[src/sv/base64_codec_selectable_alphabet_top_assert.svh]
// assertion macros for the base64 codec block
// used by the top level; expects clock and active-low reset names as arguments
`ifndef BASE64_CODEC_SELECTABLE_ALPHABET_TOP_ASSERT_SVH
`define BASE64_CODEC_SELECTABLE_ALPHABET_TOP_ASSERT_SVH

// same-cycle implication
`define B64C_ASSERT_IMPLIES(lbl, clk, rstn, ante, cons, msg) \
    lbl: assert property (@(posedge clk) disable iff (!(rstn)) (ante) |-> (cons)) \
        else $error(msg);

// next-cycle implication
`define B64C_ASSERT_NEXT(lbl, clk, rstn, ante, cons, msg) \
    lbl: assert property (@(posedge clk) disable iff (!(rstn)) (ante) |=> (cons)) \
        else $error(msg);

`endif

[src/sv/b64c_pkg.sv]
// shared types, constants and alphabet functions for the base64 codec
// no dependencies
`default_nettype none

package b64c_pkg;

    localparam int CFG_IDX_W  = 1;
    localparam int CFG_DATA_W = 3;
    localparam int MAX_RES    = 4;
    localparam int CNT_W      = 3;

    localparam logic [CFG_IDX_W-1:0] CFG_MODE  = 1'd0;
    localparam logic [CFG_IDX_W-1:0] CFG_ALPHA = 1'd1;

    localparam logic MODE_ENCODE = 1'b0;
    localparam logic MODE_DECODE = 1'b1;

    localparam logic [7:0] PAD_CHAR = 8'h3D;

    typedef struct packed {
        logic [1:0]  phase;
        logic [23:0] bits;
        logic [1:0]  pad;
    } group_state_t;

    typedef struct packed {
        logic [CNT_W-1:0]           count;
        logic [MAX_RES-1:0][7:0]    bytes;
        logic [MAX_RES-1:0]         lasts;
        logic [MAX_RES-1:0]         bads;
    } group_result_t;

    function automatic logic [7:0] sym62(input logic [2:0] sel);
        logic [7:0] c;
        unique case (sel)
            3'd1:    c = 8'h5F; // _
            3'd2:    c = 8'h2E; // .
            3'd3:    c = 8'h2E; // .
            3'd4:    c = 8'h5F; // _
            3'd5:    c = 8'h5E; // ^
            default: c = 8'h2B; // +
        endcase
        return c;
    endfunction

    function automatic logic [7:0] sym63(input logic [2:0] sel);
        logic [7:0] c;
        unique case (sel)
            3'd1:    c = 8'h2D; // -
            3'd2:    c = 8'h5F; // _
            3'd3:    c = 8'h2D; // -
            3'd4:    c = 8'h3A; // :
            3'd5:    c = 8'h2A; // *
            default: c = 8'h2F; // /
        endcase
        return c;
    endfunction

    function automatic logic [7:0] code_to_char(input logic [5:0] v, input logic [2:0] sel);
        logic [7:0] v8;
        logic [7:0] c;
        v8 = {2'b00, v};
        priority if (v8 < 8'd26) c = 8'h41 + v8;
        else if (v8 < 8'd52)     c = 8'h61 + (v8 - 8'd26);
        else if (v8 < 8'd62)     c = 8'h30 + (v8 - 8'd52);
        else if (v8 == 8'd62)    c = sym62(sel);
        else                     c = sym63(sel);
        return c;
    endfunction

    function automatic logic [5:0] char_to_code(input logic [7:0] c, input logic [2:0] sel);
        logic [7:0] v;
        priority if (c >= 8'h41 && c <= 8'h5A) v = c - 8'h41;
        else if (c >= 8'h61 && c <= 8'h7A)     v = c - 8'h61 + 8'd26;
        else if (c >= 8'h30 && c <= 8'h39)     v = c - 8'h30 + 8'd52;
        else if (c == sym62(sel))              v = 8'd62;
        else if (c == sym63(sel))              v = 8'd63;
        else                                   v = 8'd0;
        return v[5:0];
    endfunction

endpackage

`default_nettype wire

[src/sv/b64c_step.sv]
// one-item group step: folds a byte into the group and forms its results
// depends on b64c_pkg
`default_nettype none

module b64c_step
    import b64c_pkg::*;
(
    input  wire logic          mode,
    input  wire logic [2:0]    alpha_sel,
    input  wire group_state_t  state_in,
    input  wire logic [7:0]    in_byte,
    input  wire logic          in_last,
    output group_state_t       state_out,
    output group_result_t      result
);

    logic [1:0]  p_enc;
    logic [23:0] enc_bits;
    logic [23:0] dec_bits;
    logic [5:0]  code;
    logic [1:0]  pad_new;
    logic [1:0]  pad_sat;
    logic [2:0]  dec_count;
    logic [2:0]  chars;

    always_comb begin
        state_out = state_in;
        result    = '0;

        // encode: a stray phase of three folds in as the third byte
        p_enc = (state_in.phase == 2'd3) ? 2'd2 : state_in.phase;
        unique case (p_enc)
            2'd0:    enc_bits = state_in.bits | {in_byte, 16'h0000};
            2'd1:    enc_bits = state_in.bits | {8'h00, in_byte, 8'h00};
            default: enc_bits = state_in.bits | {16'h0000, in_byte};
        endcase
        chars = {1'b0, p_enc} + 3'd2;

        code = char_to_code(in_byte, alpha_sel);
        unique case (state_in.phase)
            2'd0:    dec_bits = state_in.bits | {code, 18'h0};
            2'd1:    dec_bits = state_in.bits | {6'h0, code, 12'h0};
            2'd2:    dec_bits = state_in.bits | {12'h0, code, 6'h0};
            default: dec_bits = state_in.bits | {18'h0, code};
        endcase

        pad_new = state_in.pad;
        if (state_in.phase == 2'd2) begin
            pad_new = (in_byte == PAD_CHAR) ? 2'd1 : 2'd0;
        end else if (state_in.phase == 2'd3 && in_byte == PAD_CHAR) begin
            pad_new = state_in.pad + 2'd1;
        end
        pad_sat   = (pad_new > 2'd2) ? 2'd2 : pad_new;
        dec_count = in_last ? (3'd3 - {1'b0, pad_sat}) : 3'd3;

        if (mode == MODE_ENCODE) begin
            if (p_enc == 2'd2 || in_last) begin
                result.count = 3'd4;
                for (int i = 0; i < MAX_RES; i++) begin
                    result.bytes[i] = (3'(i) < chars)
                        ? code_to_char(enc_bits[23-6*i -: 6], alpha_sel) : PAD_CHAR;
                end
                result.lasts[MAX_RES-1] = in_last;
                state_out = '0;
            end else begin
                state_out.phase = p_enc + 2'd1;
                state_out.bits  = enc_bits;
            end
        end else begin
            if (state_in.phase == 2'd3) begin
                result.count = dec_count;
                for (int i = 0; i < 3; i++) begin
                    result.bytes[i] = dec_bits[23-8*i -: 8];
                end
                result.lasts[dec_count[1:0] - 2'd1] = in_last;
                state_out = '0;
            end else if (in_last) begin
                // partial group dropped, one error beat
                result.count    = 3'd1;
                result.lasts[0] = 1'b1;
                result.bads[0]  = 1'b1;
                state_out = '0;
            end else begin
                state_out.phase = state_in.phase + 2'd1;
                state_out.bits  = dec_bits;
                state_out.pad   = pad_new;
            end
        end
    end

endmodule

`default_nettype wire

[src/sv/base64_codec_selectable_alphabet_top.sv]
// Base64 codec, one byte per input beat. Each accepted beat lands in an input
// register, is folded into the current group in one pass, and a completed
// group or a frame's last beat loads a four-entry result buffer that drains
// one beat per cycle while m_ready is high. Decode sustains one input beat per
// cycle while m_ready stays high; encode is bound by the result port at four
// output beats per three input beats. Input beats that produce no results keep
// flowing while the buffer drains. Config writes are taken at once (cfg_ready is
// tied high); writing the mode register clears the group in progress.
// depends on b64c_pkg, b64c_step and the assertion macro header
`default_nettype none

`include "base64_codec_selectable_alphabet_top_assert.svh"

module base64_codec_selectable_alphabet_top
    import b64c_pkg::*;
(
    input  wire logic                  aclk,
    input  wire logic                  aresetn,
    input  wire logic                  cfg_valid,
    output logic                       cfg_ready,
    input  wire logic [CFG_IDX_W-1:0]  cfg_index,
    input  wire logic [CFG_DATA_W-1:0] cfg_data,
    input  wire logic                  s_valid,
    output logic                       s_ready,
    input  wire logic [7:0]            s_in_byte,
    input  wire logic                  s_in_last,
    output logic                       m_valid,
    input  wire logic                  m_ready,
    output logic [7:0]                 m_out_byte,
    output logic                       m_out_last,
    output logic                       m_bad_length
);

    logic         mode_reg, mode_next;
    logic [2:0]   alpha_reg, alpha_next;
    group_state_t group_reg, group_next;

    logic         in_valid_reg, in_valid_next;
    logic [7:0]   in_byte_reg, in_byte_next;
    logic         in_last_reg, in_last_next;

    logic [MAX_RES-1:0][7:0] buf_byte_reg, buf_byte_next;
    logic [MAX_RES-1:0]      buf_last_reg, buf_last_next;
    logic [MAX_RES-1:0]      buf_bad_reg, buf_bad_next;
    logic [CNT_W-1:0]        cnt_reg, cnt_next;

    group_state_t  step_state;
    group_result_t step_res;
    logic          emits;
    logic          buf_free;
    logic          proc;
    logic          pop;
    logic          load;

    b64c_step u_step (
        .mode      (mode_reg),
        .alpha_sel (alpha_reg),
        .state_in  (group_reg),
        .in_byte   (in_byte_reg),
        .in_last   (in_last_reg),
        .state_out (step_state),
        .result    (step_res)
    );

    assign cfg_ready    = 1'b1;
    assign m_valid      = (cnt_reg != '0);
    assign m_out_byte   = buf_byte_reg[0];
    assign m_out_last   = buf_last_reg[0];
    assign m_bad_length = buf_bad_reg[0];

    assign pop      = m_valid && m_ready;
    assign emits    = (step_res.count != '0);
    assign buf_free = (cnt_reg == '0) || (cnt_reg == CNT_W'(1) && m_ready);
    assign proc     = in_valid_reg && (!emits || buf_free);
    assign load     = proc && emits;
    assign s_ready  = !in_valid_reg || proc;

    always_comb begin
        mode_next  = mode_reg;
        alpha_next = alpha_reg;
        group_next = group_reg;
        if (proc) begin
            group_next = step_state;
        end
        if (cfg_valid && cfg_ready) begin
            unique case (cfg_index)
                CFG_MODE: begin
                    mode_next  = cfg_data[0];
                    group_next = '0;
                end
                CFG_ALPHA: alpha_next = cfg_data;
                default: ;
            endcase
        end
    end

    always_comb begin
        in_valid_next = in_valid_reg;
        in_byte_next  = in_byte_reg;
        in_last_next  = in_last_reg;
        if (proc) begin
            in_valid_next = 1'b0;
        end
        if (s_valid && s_ready) begin
            in_valid_next = 1'b1;
            in_byte_next  = s_in_byte;
            in_last_next  = s_in_last;
        end
    end

    always_comb begin
        buf_byte_next = buf_byte_reg;
        buf_last_next = buf_last_reg;
        buf_bad_next  = buf_bad_reg;
        cnt_next      = cnt_reg;
        priority if (load) begin
            buf_byte_next = step_res.bytes;
            buf_last_next = step_res.lasts;
            buf_bad_next  = step_res.bads;
            cnt_next      = step_res.count;
        end else if (pop) begin
            // shift the queue toward the head
            for (int i = 0; i < MAX_RES - 1; i++) begin
                buf_byte_next[i] = buf_byte_reg[i+1];
                buf_last_next[i] = buf_last_reg[i+1];
                buf_bad_next[i]  = buf_bad_reg[i+1];
            end
            cnt_next = cnt_reg - CNT_W'(1);
        end
    end

    always_ff @(posedge aclk) begin
        if (!aresetn) begin
            mode_reg     <= MODE_ENCODE;
            alpha_reg    <= '0;
            group_reg    <= '0;
            in_valid_reg <= 1'b0;
            cnt_reg      <= '0;
        end else begin
            mode_reg     <= mode_next;
            alpha_reg    <= alpha_next;
            group_reg    <= group_next;
            in_valid_reg <= in_valid_next;
            cnt_reg      <= cnt_next;
        end
    end

    always_ff @(posedge aclk) begin
        in_byte_reg  <= in_byte_next;
        in_last_reg  <= in_last_next;
        buf_byte_reg <= buf_byte_next;
        buf_last_reg <= buf_last_next;
        buf_bad_reg  <= buf_bad_next;
    end

    `B64C_ASSERT_IMPLIES(a_bad_is_last, aclk, aresetn, m_valid && m_bad_length, m_out_last, "error beat without last mark")
    `B64C_ASSERT_IMPLIES(a_enc_no_bad, aclk, aresetn, m_valid && mode_reg == MODE_ENCODE, !m_bad_length, "error flag while encoding")
    `B64C_ASSERT_IMPLIES(a_last_drains, aclk, aresetn, m_valid && m_out_last, cnt_reg == CNT_W'(1), "last beat not at end of buffer")
    `B64C_ASSERT_NEXT(a_load_count, aclk, aresetn, load, cnt_reg == $past(step_res.count), "buffer count wrong after load")

endmodule

`default_nettype wire
[config.mk]
export PLATFORM = sky130hd
export DESIGN_NAME = base64_codec_selectable_alphabet_top
export DESIGN_NICKNAME = d
export VERILOG_FILES = /design/src/sv/b64c_pkg.sv /design/src/sv/b64c_step.sv /design/src/sv/base64_codec_selectable_alphabet_top.sv
export VERILOG_INCLUDE_DIRS = /design/src /design/src/sv
export SDC_FILE = /design/constraint.sdc
export NUM_CORES = 1
export LEC_CHECK = 0
export ABC_CLOCK_PERIOD_IN_PS = 4740
export BUFFER_PORTS_ARGS = -buffer_cell sky130_fd_sc_hd__buf_2
export CORE_ASPECT_RATIO = 0.5
export CORE_MARGIN = 4
export CORE_UTILIZATION = 55
export DETAILED_ROUTE_END_ITERATION = 7
export PLACE_DENSITY = 0.72
export SETUP_SLACK_MARGIN = 0.15
export SLEW_MARGIN = 20
export SYNTH_ARGS = -nofsm -noshare
export SYNTH_HDL_FRONTEND = slang
export SYNTH_HIERARCHICAL = 1
export SYNTH_SLANG_ARGS = --single-unit
[constraint.sdc]
create_clock -name aclk -period 4.74 [get_ports aclk]
set_input_delay 0.474 -clock aclk [delete_from_list [all_inputs] [get_ports aclk]]
set_output_delay 0.474 -clock aclk [all_outputs]
set_load 0.03 [all_outputs]
; Word level (Yosys, flattened, before mapping)
; Index checks and enable logic that the tools add are counted.
[classes]
n_addsub = 32
order_cmp = 25
eq_ne = 18
muxes = 73
n_bitwise = 11
reduce_logical = 30
[ops]
columns = op, count
row1 = 8-bit 2-to-1 mux, 25
row2 = 28-bit 2-to-1 mux, 6
row3 = 24-bit case mux with 3 select lines, 1
row4 = "6-bit less-than comparator, second input constant", 8
row5 = 24-bit 2-to-1 mux, 2
row6 = 24-bit bitwise OR, 2
row7 = 24-bit case mux with 2 select lines, 1
row8 = 36-bit 2-to-1 mux, 1
row9 = "6-bit by 8-bit adder with 8-bit output, first input constant", 4
row10 = "7-bit by 6-bit adder with 8-bit output, first input constant", 4
row11 = "7-bit by 8-bit adder with 8-bit output, first input constant", 4
row12 = 6-bit 2-to-1 mux, 5
row13 = 7-bit case mux with 4 select lines, 1
row14 = "6-bit by 5-bit subtractor with 7-bit output, second input constant", 4
row15 = "6-bit by 6-bit subtractor with 7-bit output, second input constant", 4
row16 = 27-bit 2-to-1 mux, 1
row17 = 26-bit 2-to-1 mux, 1
row18 = 25-bit 2-to-1 mux, 1
row19 = "6-bit equality test, second input constant", 4
row20 = "6-bit by 5-bit less-than comparator with 1-bit output, second input constant", 4
row21 = 3-bit 2-to-1 mux, 8
row22 = 24-bit by 12-bit bitwise OR with 24-bit output, 1
row23 = 24-bit by 16-bit bitwise OR with 24-bit output, 1
row24 = 24-bit by 18-bit bitwise OR with 24-bit output, 1
row25 = other kinds (44), 95
[word_totals]
regBits = 82
inputBits = 18
output_inout_bits = 13
wordCells = 206

; Logic depth before layout (Yosys ltp)
[logic_depth]
depth_word = 25
mapped_depth = 17

; Cells and area by module
; The synthesis kept the hierarchy.
[by_module_without_submodules]
columns = mod, n_inst, cells_each, area_per_inst_um2, seq_area_each_um2
row1 = b64c_step, 1, 699, 4712.0, 0.0
row2 = base64_codec_selectable_alphabet_top, 1, 337, 3535.9, 2192.1

; Worst setup path before layout
; OpenSTA, ideal clock, no wires.
[synth_timing]
path_kind = register to register
start = register in_byte_reg[1]
end = register buf_bad_reg[0] (enable)
setup_time_ns = 0.387
t_arrival_ns = 3.211
required_time_ns = 4.353
slack_ns = 1.141
path_stages_with_launch = 14
n_path_buf = 2
cell_sequence = edfxtp_1 -> clkbuf_1 -> inv_1 -> ha_1 -> nand2_1 -> nor2_1 -> mux2i_1 -> o21ai_0 -> and2_1 -> a21oi_1 -> o31a_1 -> nand3_2 -> buf_2 -> nand2_1
[synth_lines]
columns = element, line
row1 = from (decl), base64_codec_selectable_alphabet_top.sv:39  ; logic [7:0] in_byte_reg, in_byte_next;
row2 = from (signal assigned), base64_codec_selectable_alphabet_top.sv:149  ; in_byte_reg <= in_byte_next;
row3 = to (signal assigned), base64_codec_selectable_alphabet_top.sv:153  ; buf_bad_reg <= buf_bad_next;
row4 = to (decl), base64_codec_selectable_alphabet_top.sv:44  ; logic [MAX_RES-1:0] buf_bad_reg, buf_bad_next;

==> results_dict.tcl <==
set metrics [dict create \
    max-vdd-ir-drop_mv 0.245 \
    diodes 0 \
    slew_viol_final 0 \
    wl_mm 25.3 \
    drc 0 \
    cts_buffer_depth 2 \
    numCtsBuffers 9 \
    gp_congestion 0.994 \
    finalWorstSetupSlack_ns 0.941 \
    fin_crit_sh_pct 80.2 \
    grt_pass1_vias 7373 \
    core_sq_um 14600 \
    crit_start "group_reg[27]" \
    clkSinkCount 85 \
    yosysWarnings 6 \
    nNetsFinal 1096 \
    dr.pass1.iters 8 \
    status "finished clean" \
    arrival_ns 3.33 \
    postRouteAntennaNets 0 \
    gr-total-overflow 0 \
    finalPower_mw 2.93 \
    io_pins 31 \
    synth-seq-area-share_pct 26.6 \
    multi_input_area_sq_um 5500 \
    synthArstFlopShare_pct 0 \
    synthCells 1036 \
    rows 31 \
    fmax_mhz 263 \
    io_buffers 29 \
    floorplan.initialDensity_pct 56.6 \
    slew_headroom_pct 21.6 \
    netlist_area_sq_um 8250 \
    setup_viol 0 \
    finalCriticalPeriod_ns 3.80 \
    antenna_found_initial 0 \
    die_area_sq_um 17100 \
    globalRouteTotalUtil_pct 29.1 \
    final.setup.tns_ns 0 \
    powerDensity_nw_per_um2 337 \
    hold_buffers 0 \
    largest_register_ffs 28 \
    avgRoutedWirePerCell_um 20.6 \
    drt-initial-drc-count 1054 \
    hold_path.class "in -> reg" \
    yosys.cell_types.count 87 \
    root_buffer "clkbuf_16" \
    postCtsResizedCells 0 \
    die_y_um 94.6 \
    synthFlopType "edfxtp_1" \
    endpoint_kind "output pin" \
    start_kind "flip-flop" \
    crit_required_ns 4.27 \
    hold_viol 0 \
    crit_slowest_cell "nand2b_1" \
    drive_above_1_share_pct 12.2 \
    cp.buffers_inverters 2 \
    tightest_slew_ns 1.18 \
    grt_max_degree 57 \
    dpl.hpwl_mm 18.1 \
    cts_max_level 3 \
    synth_edf_count 49 \
    nFillCells 1340 \
    p_leak_nw 3.30 \
    num_vias 8047 \
    r2r-start "group_reg[27]" \
    critPathMaxFanout 14 \
    avgSynthCellArea_sq_um 7.96 \
    grt_pass1_wl_mm 40.0 \
    viasPerCell 6.57 \
    critical_path_class "reg -> out" \
    path_cells "ha_1 -> nor2_1 -> o21bai_1 -> nand2b_1 -> inv_1 -> o31a_1 -> o21ai_0 -> buf_2" \
    die_w_um 181 \
    place_ws_ns 1.04 \
    rsz0062_at_grt "no" \
    cts_setup_buffers 0 \
    cp_slowest_stage_delay_ns 0.64 \
    clock_skew_ns 0.00998 \
    cts.reportedPaths.clkPinSlew_ns 0.07 \
    path_delay_family "simple AND/OR/NAND/NOR gates" \
    min_from "s_in_byte[3]" \
    clk_latency_ns 0.34 \
    regArea_sq_um 2190 \
    syn2layout_area_growth_pct 5.28 \
    drv_cap 0 \
    cts_tree "done" \
    ys_seq_elements 85 \
]
placed cells by master (no fill, tap or decap), types with 6 or more instances in the layout:
cell type and instances:
buf_2 29, o31ai_1 6, nand3_1 22, nor2b_1 10, o31a_1 7, dfxtp_1 36, nor3_1 11, mux2i_1 16
o211ai_1 7, o21ai_0 57, clkbuf_16 9, nor2_1 47, edfxtp_1 49, a21o_1 19, a31oi_1 12, o221ai_1 10
a211oi_1 10, ha_1 57, a21oi_2 6, o21ai_2 20, a22oi_1 15, buf_4 23, xnor2_1 40, a22o_1 11
o22ai_1 18, o21ai_1 12, nand2b_1 15, xor2_1 11, a21oi_1 49, nand4_1 35, and2_1 11, inv_1 29
nand2_1 201
Yosys cell counts, types with 15 or more instances:
cell      count  share of area [%]
a21oi_1      49                3.0
nand2b_1     15                1.1
mux2i_1      16                1.9
dfxtp_1      36                8.7
o21ai_0      57                3.5
edfxtp_1     49                 18
nor2_1       48                2.2
buf_4        17                1.5
ha_1         57                8.6
nand2_1     201                9.1
a22oi_1      15                1.4
nand3_1      22                1.3
buf_2        26                1.6
o22ai_1      18                1.4
xnor2_1      40                4.2
inv_1        29                1.3
a21o_1       19                1.7
nand4_1      35                2.7
o21ai_2      20                2.1
clkbuf_1     26                1.2
cell type report:
cell class,count,share of cell area (%)
clock buffer,10,2.64
clock inverter,6,0.807
inverter,34,1.47
multi-input combinational,839,63.3
sequential,85,25.2
tap,198,2.85
timing repair buffer,52,3.66
final timing paths:
kind,cells past startpoint,endpoint,slack [ns]
worst max-delay path,8,s_ready,0.94
worst min-delay path,1,in_byte_reg[3],0.31
worst max register to register,14,buf_byte_reg[20],0.95
worst min register to register,2,group_reg[2],0.50
routing by layer:
layer  up-vias  wire [um]  track usage (%)
met1      3770      11300             41.6
met3        70       2550             5.12
li1       3758          -                -
met4         0        641             7.87
met2       449      10700             45.7
met5         -          0                0
cells by family (layout without fill, tap and decap cells):
| kind of cell | Yosys count | count (layout) | synth area share [%] |
|---|---|---|---|
| xor+xnor | 51 | 51 | 5.42 |
| fa+ha+maj | 57 | 57 | 8.65 |
| simple gates | 390 | 390 | 22.2 |
| mux | 18 | 18 | 2.21 |
| buf+inv | 114 | 102 | 6.93 |
| compound gates | 319 | 319 | 27.9 |
| other cells | 2 | 4 | 0.0911 |
| flops | 85 | 85 | 26.6 |
where the power goes:
group / total, mW / switching [mW] / internal, mW
logic: 1.15 / 0.796 / 0.356
clock network: 0.737 / 0.322 / 0.415
registers: 1.04 / 0.0623 / 0.975
through the flow:
stage                     instances  instance area (sq um)  hold slack, ns  utilization [%]
final                          1224                   8680           0.305             59.5
after global routing           1224                   8680           0.302             59.5
after CTS                      1224                   8680           0.299             59.5
after detailed placement       1208                   8380           0.484             57.5
after global placement         1208                   8380           0.478             57.5
after floorplan                1038                   8260           0.433                -
(Power assumes the default switching activity.)
